### src/sv/rpa_fifo.sv
// Small register-based queue with full/empty flags.
// Used between front and back and for results. Depends on nothing.
module rpa_fifo #(
    parameter int WIDTH = 8,
    parameter int DEPTH = 2
) (
    input  logic             i_clk,
    input  logic             i_rst_n,
    input  logic             i_push,
    input  logic [WIDTH-1:0] i_data,
    input  logic             i_pop,
    output logic [WIDTH-1:0] o_data,
    output logic             o_full,
    output logic             o_empty
);

    localparam int PTRW = $clog2(DEPTH);
    localparam int CNTW = $clog2(DEPTH + 1);

    logic [WIDTH-1:0] r_mem [DEPTH];
    logic [PTRW-1:0]  r_wr_ptr, n_wr_ptr;
    logic [PTRW-1:0]  r_rd_ptr, n_rd_ptr;
    logic [CNTW-1:0]  r_count, n_count;
    logic             w_do_push;
    logic             w_do_pop;

    assign o_full    = (r_count == CNTW'(DEPTH));
    assign o_empty   = (r_count == '0);
    assign w_do_push = i_push && !o_full;
    assign w_do_pop  = i_pop && !o_empty;
    assign o_data    = r_mem[r_rd_ptr];

    // Pointer and occupancy update
    always_comb begin
        n_wr_ptr = r_wr_ptr;
        n_rd_ptr = r_rd_ptr;
        n_count  = r_count;
        if (w_do_push) begin
            n_wr_ptr = (r_wr_ptr == PTRW'(DEPTH - 1)) ? '0 : r_wr_ptr + 1'b1;
        end
        if (w_do_pop) begin
            n_rd_ptr = (r_rd_ptr == PTRW'(DEPTH - 1)) ? '0 : r_rd_ptr + 1'b1;
        end
        if (w_do_push && !w_do_pop) begin
            n_count = r_count + 1'b1;
        end else if (w_do_pop && !w_do_push) begin
            n_count = r_count - 1'b1;
        end
    end

    always_ff @(posedge i_clk) begin
        if (!i_rst_n) begin
            r_wr_ptr <= '0;
            r_rd_ptr <= '0;
            r_count  <= '0;
        end else begin
            r_wr_ptr <= n_wr_ptr;
            r_rd_ptr <= n_rd_ptr;
            r_count  <= n_count;
        end
    end

    // Storage, no reset
    always_ff @(posedge i_clk) begin
        if (w_do_push) begin
            r_mem[r_wr_ptr] <= i_data;
        end
    end

    a_count_bound: assert property (@(posedge i_clk) disable iff (!i_rst_n)
        r_count <= CNTW'(DEPTH))
        else $error("queue occupancy above depth");

    a_push_fills: assert property (@(posedge i_clk) disable iff (!i_rst_n)
        (w_do_push && !i_pop) |=> !o_empty)
        else $error("queue empty after a push");

    a_pop_drains: assert property (@(posedge i_clk) disable iff (!i_rst_n)
        (w_do_pop && !i_push && r_count == CNTW'(1)) |=> o_empty)
        else $error("queue not empty after popping its only entry");

endmodule

### config.mk
export PLATFORM = sky130hd
export DESIGN_NAME = rpa_fifo
export DESIGN_NICKNAME = d
export VERILOG_FILES = /design/src/sv/rpa_fifo.sv
export SDC_FILE = /design/constraint.sdc
export NUM_CORES = 1
export LEC_CHECK = 0
export BUFFER_PORTS_ARGS = -buffer_cell sky130_fd_sc_hd__buf_4
export CAP_MARGIN = 40
export CORE_UTILIZATION = 49
export DETAILED_ROUTE_END_ITERATION = 7
export PLACE_DENSITY_LB_ADDON = 0.3
export SLEW_MARGIN = 20
export SYNTH_ARGS = -nofsm -noshare
export SYNTH_HDL_FRONTEND = slang
export SYNTH_SLANG_ARGS = --single-unit
### constraint.sdc
create_clock -name i_clk -period 1.8 [get_ports i_clk]
set_input_delay 0.18 -clock i_clk [delete_from_list [all_inputs] [get_ports i_clk]]
set_output_delay 0.18 -clock i_clk [all_outputs]
set_load 0.01 [all_outputs]
==> results.txt <==
Placer Congestion = 0.6762
final std cells w/o fill = 92
Synth Area in Compound Gates = 4.019%
CTS Buf Count = 3
Power Dens Cells = 1329 nW/um^2
layout cells sized above 1 = 48.68%
Hold EP = r_mem[0][6]
initial DRC count = 1
dpl cells = 88
Die Height = 42.65 microns
Top FF cell, synth = edfxtp_1
htree depth = 1
# IOs = 22
min-delay src = i_data[6]
Synth top cells by count = edfxtp_1 (16), mux2_2 (8), dfxtp_1 (5), and2_1 (3)
Final Skew = 9.883 ps
reg2reg setup slack = 240 ps
Post-Synth XOR/XNOR Area = 3.246%
initial antenna violation count = 0
Die W = 42.65 microns
WP data arrival = 1800 ps
CTS Hold Bufs = 0
Setup crit start kind = register
worst setup path class = reg2reg
Critical Path RT = 2040 ps
GRT Total Usage = 15.01%
IO buf count = 21
Min-Delay Path Depth = 1
final antenna diode count = 0
Max Slew Vio Count = 0
Yosys cell types = 20
LEAKAGE = 0.4095 nW
R2R Path End = r_count[1]
clk slew on worst S/H paths = 120 ps
clk_lat worst skew = 300 ps
Final period util = 86.58%
Max-Cap Viols = 0
vias in the first global route = 481
DR vias/cell = 5.011
Seq/Total Area, Yosys = 71.72%
post-cts gate resize count = 0
EDFF count, synth = 16
adder-cell area share of the yosys netlist = 1.546%
Synth top area share = 59.35%
final hold vios = 0
final setup vio count = 0
largest net degree at the start of global routing = 13
Worst Setup End Kind = register
DR DRC count = 0
Post-Synth Simple-Gate Area = 6.801%
Seq cells post-synth = 21
DP HPWL = 801.6 microns
TritonCTS clock tree = built
crit path max fanout = 5
Starting Density = 53.12%
final core utilization = 67.24%
Via Count = 461
post-synthesis cell area = 809.5 sq um
path depth of the worst reg2reg path = 6
setup tns final = 0 ps
dominant cells by area after synthesis = edfxtp_1 (59%), dfxtp_1 (12%), mux2_2 (11%), and2_1 (2.3%), xnor2_1 (2.2%)
Worst slew margin = 74.88%
clk sink count = 21
largest family of logic cells by synthesized area = multiplexers
CORE AREA = 1524 sq um
total gr overflow = 0
min Tclk post-route = 1558 ps
status = complete, no violations
row cnt = 14
Post-Route WL = 1071 microns
first-pass GRT wire length = 1932 microns
Clock Tree Buf Depth = 2
hold_ws = 57.99 ps
f_max = 0.6417 GHz
Die ar. = 1819 sq um
mux contribution to synthesized area = 11.13%
P&R area growth vs syn = 26.58%
post-synth net total = 63
Post-CTS Setup Bufs = 0
routed len/inst = 11.64 microns
VDD IR max = 0.0008599 V
Tightest Hold Check Type = in2reg
CTS root buf = clkbuf_4
largest area contributor in the netlist = edfxtp_1
nets = 90
measured slew at the worst slew-check pin = 376.9 ps
FF-to-FF Start = r_count[0]
synthesis warning total = 0
Post-Syn Instances = 50
TritonRoute pass-1 iters = 2
antenna-violating nets left = 0
RSZ-0062 raised after global routing = false
FFs w/ async S/R, synth = 0%
Avg Cell Area, Syn = 16.19 sq um
top-count cell post-synth = edfxtp_1
-- through the flow --
step           setup WS [ps]  total power [mW]  cell area [sq um]
6_report               241.6             1.362               1025
5_1_grt                106.0             1.457               1025
4_1_cts                215.0             1.381               1025
3_5_place_dp           252.0             1.166              997.2
3_3_place_gp           313.5             1.155              997.2
2_1_floorplan          329.0            0.9674              809.5
-- where the power goes --
part	switching [mW]	total, mW	internal [mW]	leakage [nW]
combinational	0.192	0.465	0.273	0.201
clock	0.134	0.216	0.0826	0.0177
sequential	0.0626	0.681	0.618	0.191
total	0.388	1.36	0.974	0.409
-- state kept, by name (all words and copies together), names as in the netlist, named ones only --
signal,cells
r_wr_ptr,1
r_mem,16
r_count,2
r_rd_ptr,1
-- how the worst max path moves through the flow --
stage / to / slack, ps / from / cells past startpoint
CTS: o_data[2] / 210 / register / 2
floorplan: r_count[1] / 330 / r_count[0] / 6
finish: r_count[1] / 240 / r_count[0] / 6
detailed placement: r_count[1] / 250 / r_count[0] / 6
global route: r_count[1] / 110 / r_count[0] / 6
global placement: r_count[1] / 310 / r_count[0] / 6
-- layout make-up --
class | instances | area (sq um)
clock buffers | 3 | 22.52
clock inverters | 1 | 5.005
fillers | 114 | 499.2
inverters | 2 | 7.507
multi-input cells | 26 | 216.5
flip-flops and latches | 21 | 580.6
well taps | 16 | 20.02
repair buffers | 23 | 172.7
-- worst max-delay path, cell delays in order (launching register included) --
cell and delay (ps):
dfxtp_1 430, nand2b_1 180, inv_2 60, nor2_1 90, ha_1 260, or3_1 360
a21boi_1 140
-- kinds of logic (layout without fill, tap and decap cells) --
group | count (synthesis) | count (layout)
XOR/XNOR | 3 | 3
AND/OR/NAND/NOR | 9 | 9
AO/OA/AOI/OAI | 5 | 5
flip-flops | 21 | 21
buffers and inverters | 3 | 29
multiplexers | 8 | 8
adder cells (fa/ha/maj) | 1 | 1
-- layout by cell type, fill, tap and decap left out, types with 2 or more instances in the layout --
master	n
and2_1	3
buf_4	23
clkbuf_4	3
dfxtp_1	5
edfxtp_1	16
mux2_2	8
nor2_1	2
xnor2_1	2
-- metal layers --
layer | vias to the layer above | part of all wire [%] | GRT usage (%)
li1 | 236 | - | -
met1 | 212 | 44 | 16.43
met2 | 13 | 50 | 25.15
met3 | 0 | 4.9 | 6.897
met4 | 0 | 0 | 5.625
met5 | - | 0 | 0
Power figures use the tool's default switching activity.
