File: config.mk
export PLATFORM = sky130hd
export DESIGN_NAME = rpa_front
export DESIGN_NICKNAME = d
export VERILOG_FILES = /design/src/sv/rpa_pkg.sv /design/src/sv/rpa_front.sv
export SDC_FILE = /design/constraint.sdc
export NUM_CORES = 1
export LEC_CHECK = 0
export BUFFER_PORTS_ARGS = -buffer_cell sky130_fd_sc_hd__buf_2
export CAP_MARGIN = 40
export CELL_PAD_IN_SITES_DETAIL_PLACEMENT = 1
export CELL_PAD_IN_SITES_GLOBAL_PLACEMENT = 1
export CORE_MARGIN = 8
export CORE_UTILIZATION = 40
export CTS_CLUSTER_SIZE = 28
export DETAILED_ROUTE_END_ITERATION = 8
export GPL_TIMING_DRIVEN = 0
export PLACE_DENSITY = 0.79
export SLEW_MARGIN = 20
export SYNTH_ARGS = -nofsm -noshare
export SYNTH_HDL_FRONTEND = slang
export SYNTH_SLANG_ARGS = --single-unit
File: constraint.sdc
create_clock -name i_clk -period 5.9 [get_ports i_clk]
set_clock_uncertainty 0.2 [all_clocks]
set_input_delay 0.59 -clock i_clk [delete_from_list [all_inputs] [get_ports i_clk]]
set_output_delay 0.59 -clock i_clk [all_outputs]
set_load 0.005 [all_outputs]
File: src/sv/rpa_pkg.sv
// Package for the ring pair axial orientation check.
// Shared types, sum width and saturation limits, axis codes and queue depths.
// No dependencies.
package rpa_pkg;

    // Width of one plane accumulator and its saturation limits
    localparam int SUM_BITS = 56;
    typedef logic signed [SUM_BITS-1:0] t_sum;
    localparam t_sum SUM_MAX = {1'b0, {(SUM_BITS-1){1'b1}}};
    localparam t_sum SUM_MIN = {1'b1, {(SUM_BITS-1){1'b0}}};

    // Axial dimension codes; the fourth code means no ring is axial
    localparam logic [1:0] AXIS_X = 2'd0;
    localparam logic [1:0] AXIS_Y = 2'd1;
    localparam logic [1:0] AXIS_Z = 2'd2;
    localparam logic [1:0] AXIAL_DIM_RESET = AXIS_Z;

    // Plane index of each accumulator
    localparam int PLANE_XY = 0;
    localparam int PLANE_XZ = 1;
    localparam int PLANE_YZ = 2;

    // Queue depths between front and back, and for results
    localparam int JOB_QUEUE_DEPTH = 2;
    localparam int RES_QUEUE_DEPTH = 4;

    // Control flags of one job handed from front to back
    typedef struct packed {
        logic clr;     // first vertex of a ring: start sums from zero
        logic last;    // last vertex: ring closes, a result follows
        logic second;  // ring tag taken at the ring's first vertex
        logic over;    // ring has more vertices than allowed
    } t_job_ctl;

    // One result transaction
    typedef struct packed {
        logic ring_axial;
        logic pair_done;
        logic pair_axial;
    } t_result;

endpackage

File: src/sv/rpa_front.sv
// Front end: tracks the open ring and turns each vertex into a job.
// Forms sum/difference operands for the edge from the prior vertex and the
// closing edge back to the first vertex. Depends on rpa_pkg.
module rpa_front #(
    parameter int COORD_BITS = 24,
    parameter int MAX_RING_VERTICES = 16,
    localparam int OW = COORD_BITS + 1
) (
    input  logic                         i_clk,
    input  logic                         i_rst_n,
    input  logic                         i_accept,
    input  logic signed [COORD_BITS-1:0] i_vertex_x,
    input  logic signed [COORD_BITS-1:0] i_vertex_y,
    input  logic signed [COORD_BITS-1:0] i_vertex_z,
    input  logic                         i_from_second_ring,
    input  logic                         i_last_vertex,
    output rpa_pkg::t_job_ctl            o_ctl,
    output logic [8*OW-1:0]              o_ops
);

    localparam int CNTW = $clog2(MAX_RING_VERTICES + 2);
    localparam logic [CNTW-1:0] MAXC = CNTW'(MAX_RING_VERTICES);

    logic signed [COORD_BITS-1:0] r_start [3];
    logic signed [COORD_BITS-1:0] r_prior [3];
    logic                         r_open;
    logic                         r_tag;
    logic [CNTW-1:0]              r_count, n_count;

    logic signed [OW-1:0] w_c [3];
    logic signed [OW-1:0] w_p [3];
    logic signed [OW-1:0] w_s [3];
    logic signed [OW-1:0] e0_sx, e0_sy, e0_dy, e0_dz;
    logic signed [OW-1:0] e1_sx, e1_sy, e1_dy, e1_dz;

    // Widen coordinates by one bit for sums and differences
    always_comb begin
        w_c[0] = OW'(i_vertex_x);
        w_c[1] = OW'(i_vertex_y);
        w_c[2] = OW'(i_vertex_z);
        for (int k = 0; k < 3; k++) begin
            w_p[k] = OW'(r_prior[k]);
            w_s[k] = OW'(r_start[k]);
        end
    end

    // Edge from prior vertex to this one; zero on a ring's first vertex
    always_comb begin
        e0_sx = '0;
        e0_sy = '0;
        e0_dy = '0;
        e0_dz = '0;
        if (r_open) begin
            e0_sx = w_p[0] + w_c[0];
            e0_sy = w_p[1] + w_c[1];
            e0_dy = w_p[1] - w_c[1];
            e0_dz = w_p[2] - w_c[2];
        end
    end

    // Closing edge back to the first vertex; a one-vertex ring adds nothing
    always_comb begin
        e1_sx = '0;
        e1_sy = '0;
        e1_dy = '0;
        e1_dz = '0;
        if (r_open && i_last_vertex) begin
            e1_sx = w_c[0] + w_s[0];
            e1_sy = w_c[1] + w_s[1];
            e1_dy = w_c[1] - w_s[1];
            e1_dz = w_c[2] - w_s[2];
        end
    end

    // Vertex count saturates one past the limit
    always_comb begin
        if (!r_open) begin
            n_count = CNTW'(1);
        end else if (r_count <= MAXC) begin
            n_count = r_count + 1'b1;
        end else begin
            n_count = r_count;
        end
    end

    assign o_ops = {e1_dz, e1_dy, e1_sy, e1_sx, e0_dz, e0_dy, e0_sy, e0_sx};

    always_comb begin
        o_ctl.clr    = !r_open;
        o_ctl.last   = i_last_vertex;
        o_ctl.second = r_open ? r_tag : i_from_second_ring;
        o_ctl.over   = (n_count > MAXC);
    end

    // Ring state
    always_ff @(posedge i_clk) begin
        if (!i_rst_n) begin
            r_open  <= 1'b0;
            r_tag   <= 1'b0;
            r_count <= '0;
        end else if (i_accept) begin
            r_open  <= !i_last_vertex;
            r_count <= n_count;
            if (!r_open) begin
                r_tag <= i_from_second_ring;
            end
        end
    end

    // Vertex storage, no reset
    always_ff @(posedge i_clk) begin
        if (i_accept) begin
            r_prior[0] <= i_vertex_x;
            r_prior[1] <= i_vertex_y;
            r_prior[2] <= i_vertex_z;
            if (!r_open) begin
                r_start[0] <= i_vertex_x;
                r_start[1] <= i_vertex_y;
                r_start[2] <= i_vertex_z;
            end
        end
    end

    a_last_closes: assert property (@(posedge i_clk) disable iff (!i_rst_n)
        (i_accept && i_last_vertex) |=> !r_open)
        else $error("ring still open after its last vertex");

    a_vertex_opens: assert property (@(posedge i_clk) disable iff (!i_rst_n)
        (i_accept && !i_last_vertex) |=> r_open)
        else $error("ring not open after a non-final vertex");

    a_tag_taken: assert property (@(posedge i_clk) disable iff (!i_rst_n)
        (i_accept && !r_open) |=> (r_tag == $past(i_from_second_ring)))
        else $error("ring tag not taken from the first vertex");

endmodule

==> results_dict.tcl <==
set metrics [dict create \
    outcome "complete, no violations" \
    pin_count_of_the_biggest_net_entering_global_routing 52 \
    routed-via-count 14655 \
    hold_path_depth 1 \
    layout_overhead_on_the_synthesized_area_pct 18.2 \
    timing_worst_setup_path_type "reg -> out" \
    design.core.area_um2 37700 \
    cpMaxStageDelayCell "sky130_fd_sc_hd__o31ai_1" \
    r2r_start "r_open" \
    cellInternalPower_mw 2.47 \
    totalNegativeSetupSlack_ns 0 \
    cts_hold_repair.buffers 0 \
    worst-slew-pin-transition_ns 0.880 \
    clockRootBuffer "sky130_fd_sc_hd__clkbuf_16" \
    min_from "i_vertex_z[10]" \
    ys_seq_elements 151 \
    post-synth-top-count-cell "sky130_fd_sc_hd__nor2_1" \
    worstPathRequired_ns 5.11 \
    timing.fmax_mhz 219 \
    maxCapViolations 0 \
    vias_in_the_first_global_route 15490 \
    worst_r2r_path_depth 3 \
    grt_overflow 0 \
    post_cts_gate_resize_count 0 \
    syn_nets 2088 \
    path_clk_slew_ns 0.07 \
    postSynth.asyncResetShare_pct 0 \
    synthFlopType "sky130_fd_sc_hd__edfxtp_1" \
    setup.worst_path.start_class "register" \
    drt-total-wl_um 53700 \
    post_synth_main_area_contributors "sky130_fd_sc_hd__edfxtp_1 (28%), sky130_fd_sc_hd__ha_1 (16%), sky130_fd_sc_hd__nor2_1 (6.2%)" \
    post_route_cells_drive_above_1_share_pct 17.3 \
    post-place-ws_ns 1.50 \
    fp.dieArea_um2 44700 \
    finalMaxSlewViolations 0 \
    buffers_on_ports 280 \
    postLayoutSetupSlackWorst_ns 1.34 \
    route.detailed.drc 0 \
    cts_max_path_buffers 2 \
    h-tree-depth 4 \
    synth_top_area_share_pct 28.3 \
    rr_endpoint "r_count[0]" \
    grt_first_pass_wirelength_um 83700 \
    pwr-share-clk_pct 27.3 \
    finalNetCount 2395 \
    netSwitchingFraction_pct 38.0 \
    synth_enable_flop_cells 144 \
    post-cts-setup-buffer-count 0 \
    yosys-top-cells-count "sky130_fd_sc_hd__nor2_1 (252), sky130_fd_sc_hd__ha_1 (194), sky130_fd_sc_hd__inv_1 (173)" \
    drt_pass1_iterations 7 \
    num_rows 71 \
    netlist_area_um2 15300 \
    globalplace.congestion 0.942 \
    share_comb_of_total_power_pct 40.4 \
    power.leakage_nw 8.40 \
    sequential_cell_area_fraction_in_the_yosys_report_pct 29.3 \
    timing.max_slew.rel_slack_pct 41.3 \
    worst_skew_pair.late_latency_ns 0.44 \
    fp.dieW_um 211 \
    hold_end "r_start[0][58]" \
    power-per-cell-area_nw_per_um2 221 \
    io_pins 281 \
    p_total_mw 3.99 \
    initial_antenna_violation_count 5 \
    total_routing_usage_gr_pct 23.4 \
    post-route-period-util_pct 77.3 \
    dr_wl_cell_um 20.3 \
    critical_path.cell_chain "inv_1 -> ha_1 -> inv_1 -> fa_1 -> a21oi_1 -> o2111ai_1 -> nand4_1 -> a21boi_0 -> o31ai_1 -> o21ai_0 -> a221oi_1 -> mux2i_1 -> buf_2" \
    timing.hold.worst.class "in -> reg" \
    syn_area_per_cell_um2 8.44 \
    synth.lib_cells_used.distinct 85 \
    numCtsBuffers 17 \
    seq_power_share_pct 32.3 \
    yosysTopAreaCell "sky130_fd_sc_hd__edfxtp_1" \
    critical-path-max-stage-delay_ns 0.44 \
    ant_nets 0 \
    final-hold-violation-count 0 \
    worst_path_most_repeated_cell "sky130_fd_sc_hd__inv_1" \
    mean_number_of_vias_per_cell 5.54 \
    chipHeight_um 211 \
    fin_crit_ns 4.56 \
    tritoncts "yes" \
    hold-worst-slack_ns 0.173 \
    crit_path_end_kind "primary output" \
    final-setup-viol-count 0 \
    syn-instance-count 1809 \
    place.detailed.hpwl_um 42900 \
    post_route_cell_area_um2 18000 \
    r2r_slack_ns 3.65 \
    worstPathArrival_ns 3.77 \
    critical_path_peak_fanout 3 \
    tritoncts_num_sinks 151 \
    vdd_drop_max_uv 137 \
    rsz0062_at_grt "no" \
    initial_core_util_pct 40.5 \
    initialDrtViolationCount 703 \
    netSwitchingPower_mw 1.52 \
    synth.yosys.warnings 0 \
    postPlaceCellArea_um2 17500 \
]
worst max-delay path: cells and delay by family, from the launching register on:
| family | cells | cell delay (ns) |
|---|---|---|
| flops | 1 | 0.35 |
| simple gates | 1 | 0.15 |
| fa+ha+maj | 2 | 0.56 |
| buf+inv | 3 | 0.28 |
| mux | 1 | 0.30 |
| compound gates | 6 | 1.69 |
sequential cells by signal (all words and copies together), names as in the netlist:
| signal | count |
|---|---|
| r_count | 5 |
| r_open | 1 |
| r_prior | 72 |
| r_start | 72 |
| r_tag | 1 |
power by group through the flow:
stage               logic, mW  clock network, mW  registers [mW]
floorplan                1.07                  0            1.31
finish                   1.61               1.09            1.29
CTS                      1.61               1.11            1.29
detailed placement       1.59                  0            1.31
global route             1.77               1.14            1.30
global placement         1.52                  0            1.31
logic make-up (layout without fill, tap and decap cells):
| kind of cell | count (synthesis) | count (layout) | synth area share, % |
|---|---|---|---|
| AOI/OAI and AO/OA | 504 | 504 | 21.9 |
| xor gates and xnor gates | 132 | 132 | 7.58 |
| adders and majority gates | 202 | 202 | 17.0 |
| buffers and inverters | 242 | 562 | 6.26 |
| DFF | 151 | 151 | 29.3 |
| muxes | 16 | 16 | 1.06 |
| other | 0 | 5 | 0 |
| and+or+nand+nor | 562 | 562 | 17.0 |
how the worst max path moves through the flow:
stage / from / endpoint
after floorplan: i_accept / r_tag
after global placement: i_accept / r_tag
after detailed placement: i_vertex_y[1] / o_ops[42]
after CTS: r_prior[0][48] / o_ops[95]
after global routing: r_prior[0][48] / o_ops[95]
final: r_prior[0][48] / o_ops[95]
per-stage QoR:
step / utilization [%] / cells
CTS: 47.8 / 2639
detailed placement: 46.3 / 2607
floorplan: - / 1809
global route: 47.9 / 2645
global placement: 45.9 / 2600
finish: 47.9 / 2645
final cells by class:
type                    instances  area (um2)
repair buffers                288        1560
multi-input cells            1416        9850
flip-flops and latches        151        4460
plain buffers                  67         302
fillers                      4670       19600
inverters                     175         657
well taps                     511         639
clock inverters                13         121
diodes                          5        12.5
clock buffers                  19         433
routing by layer:
| layer | share of wire (%) | track usage [%] |
|---|---|---|
| met4 | 3.1 | 8.34 |
| met2 | 49 | 40.7 |
| met5 | 0 | 0 |
| met1 | 44 | 29.0 |
| met3 | 4.5 | 3.53 |
cell usage in the layout (no fill, tap or decap), drive strengths merged, types with 8 or more instances in the layout:
cell and instances:
buf 314, nor2 252, ha 194, inv 178, a21oi 161, edfxtp 144
xnor2 94, nand2 93, o21ai 93, clkbuf 60, a21o 53, nor3 45
xor2 38, nand3 35, nand2b 33, nor2b 26, a31oi 24, o21a 23
a211oi 23, o21bai 22, o31ai 19, nand4 17, mux2i 15, and3 14
and2 12, o211ai 10, or3 9, a2111oi 9, nor4 8, fa 8
a311oi 8
No activity file was read; power rests on OpenSTA's default activity.
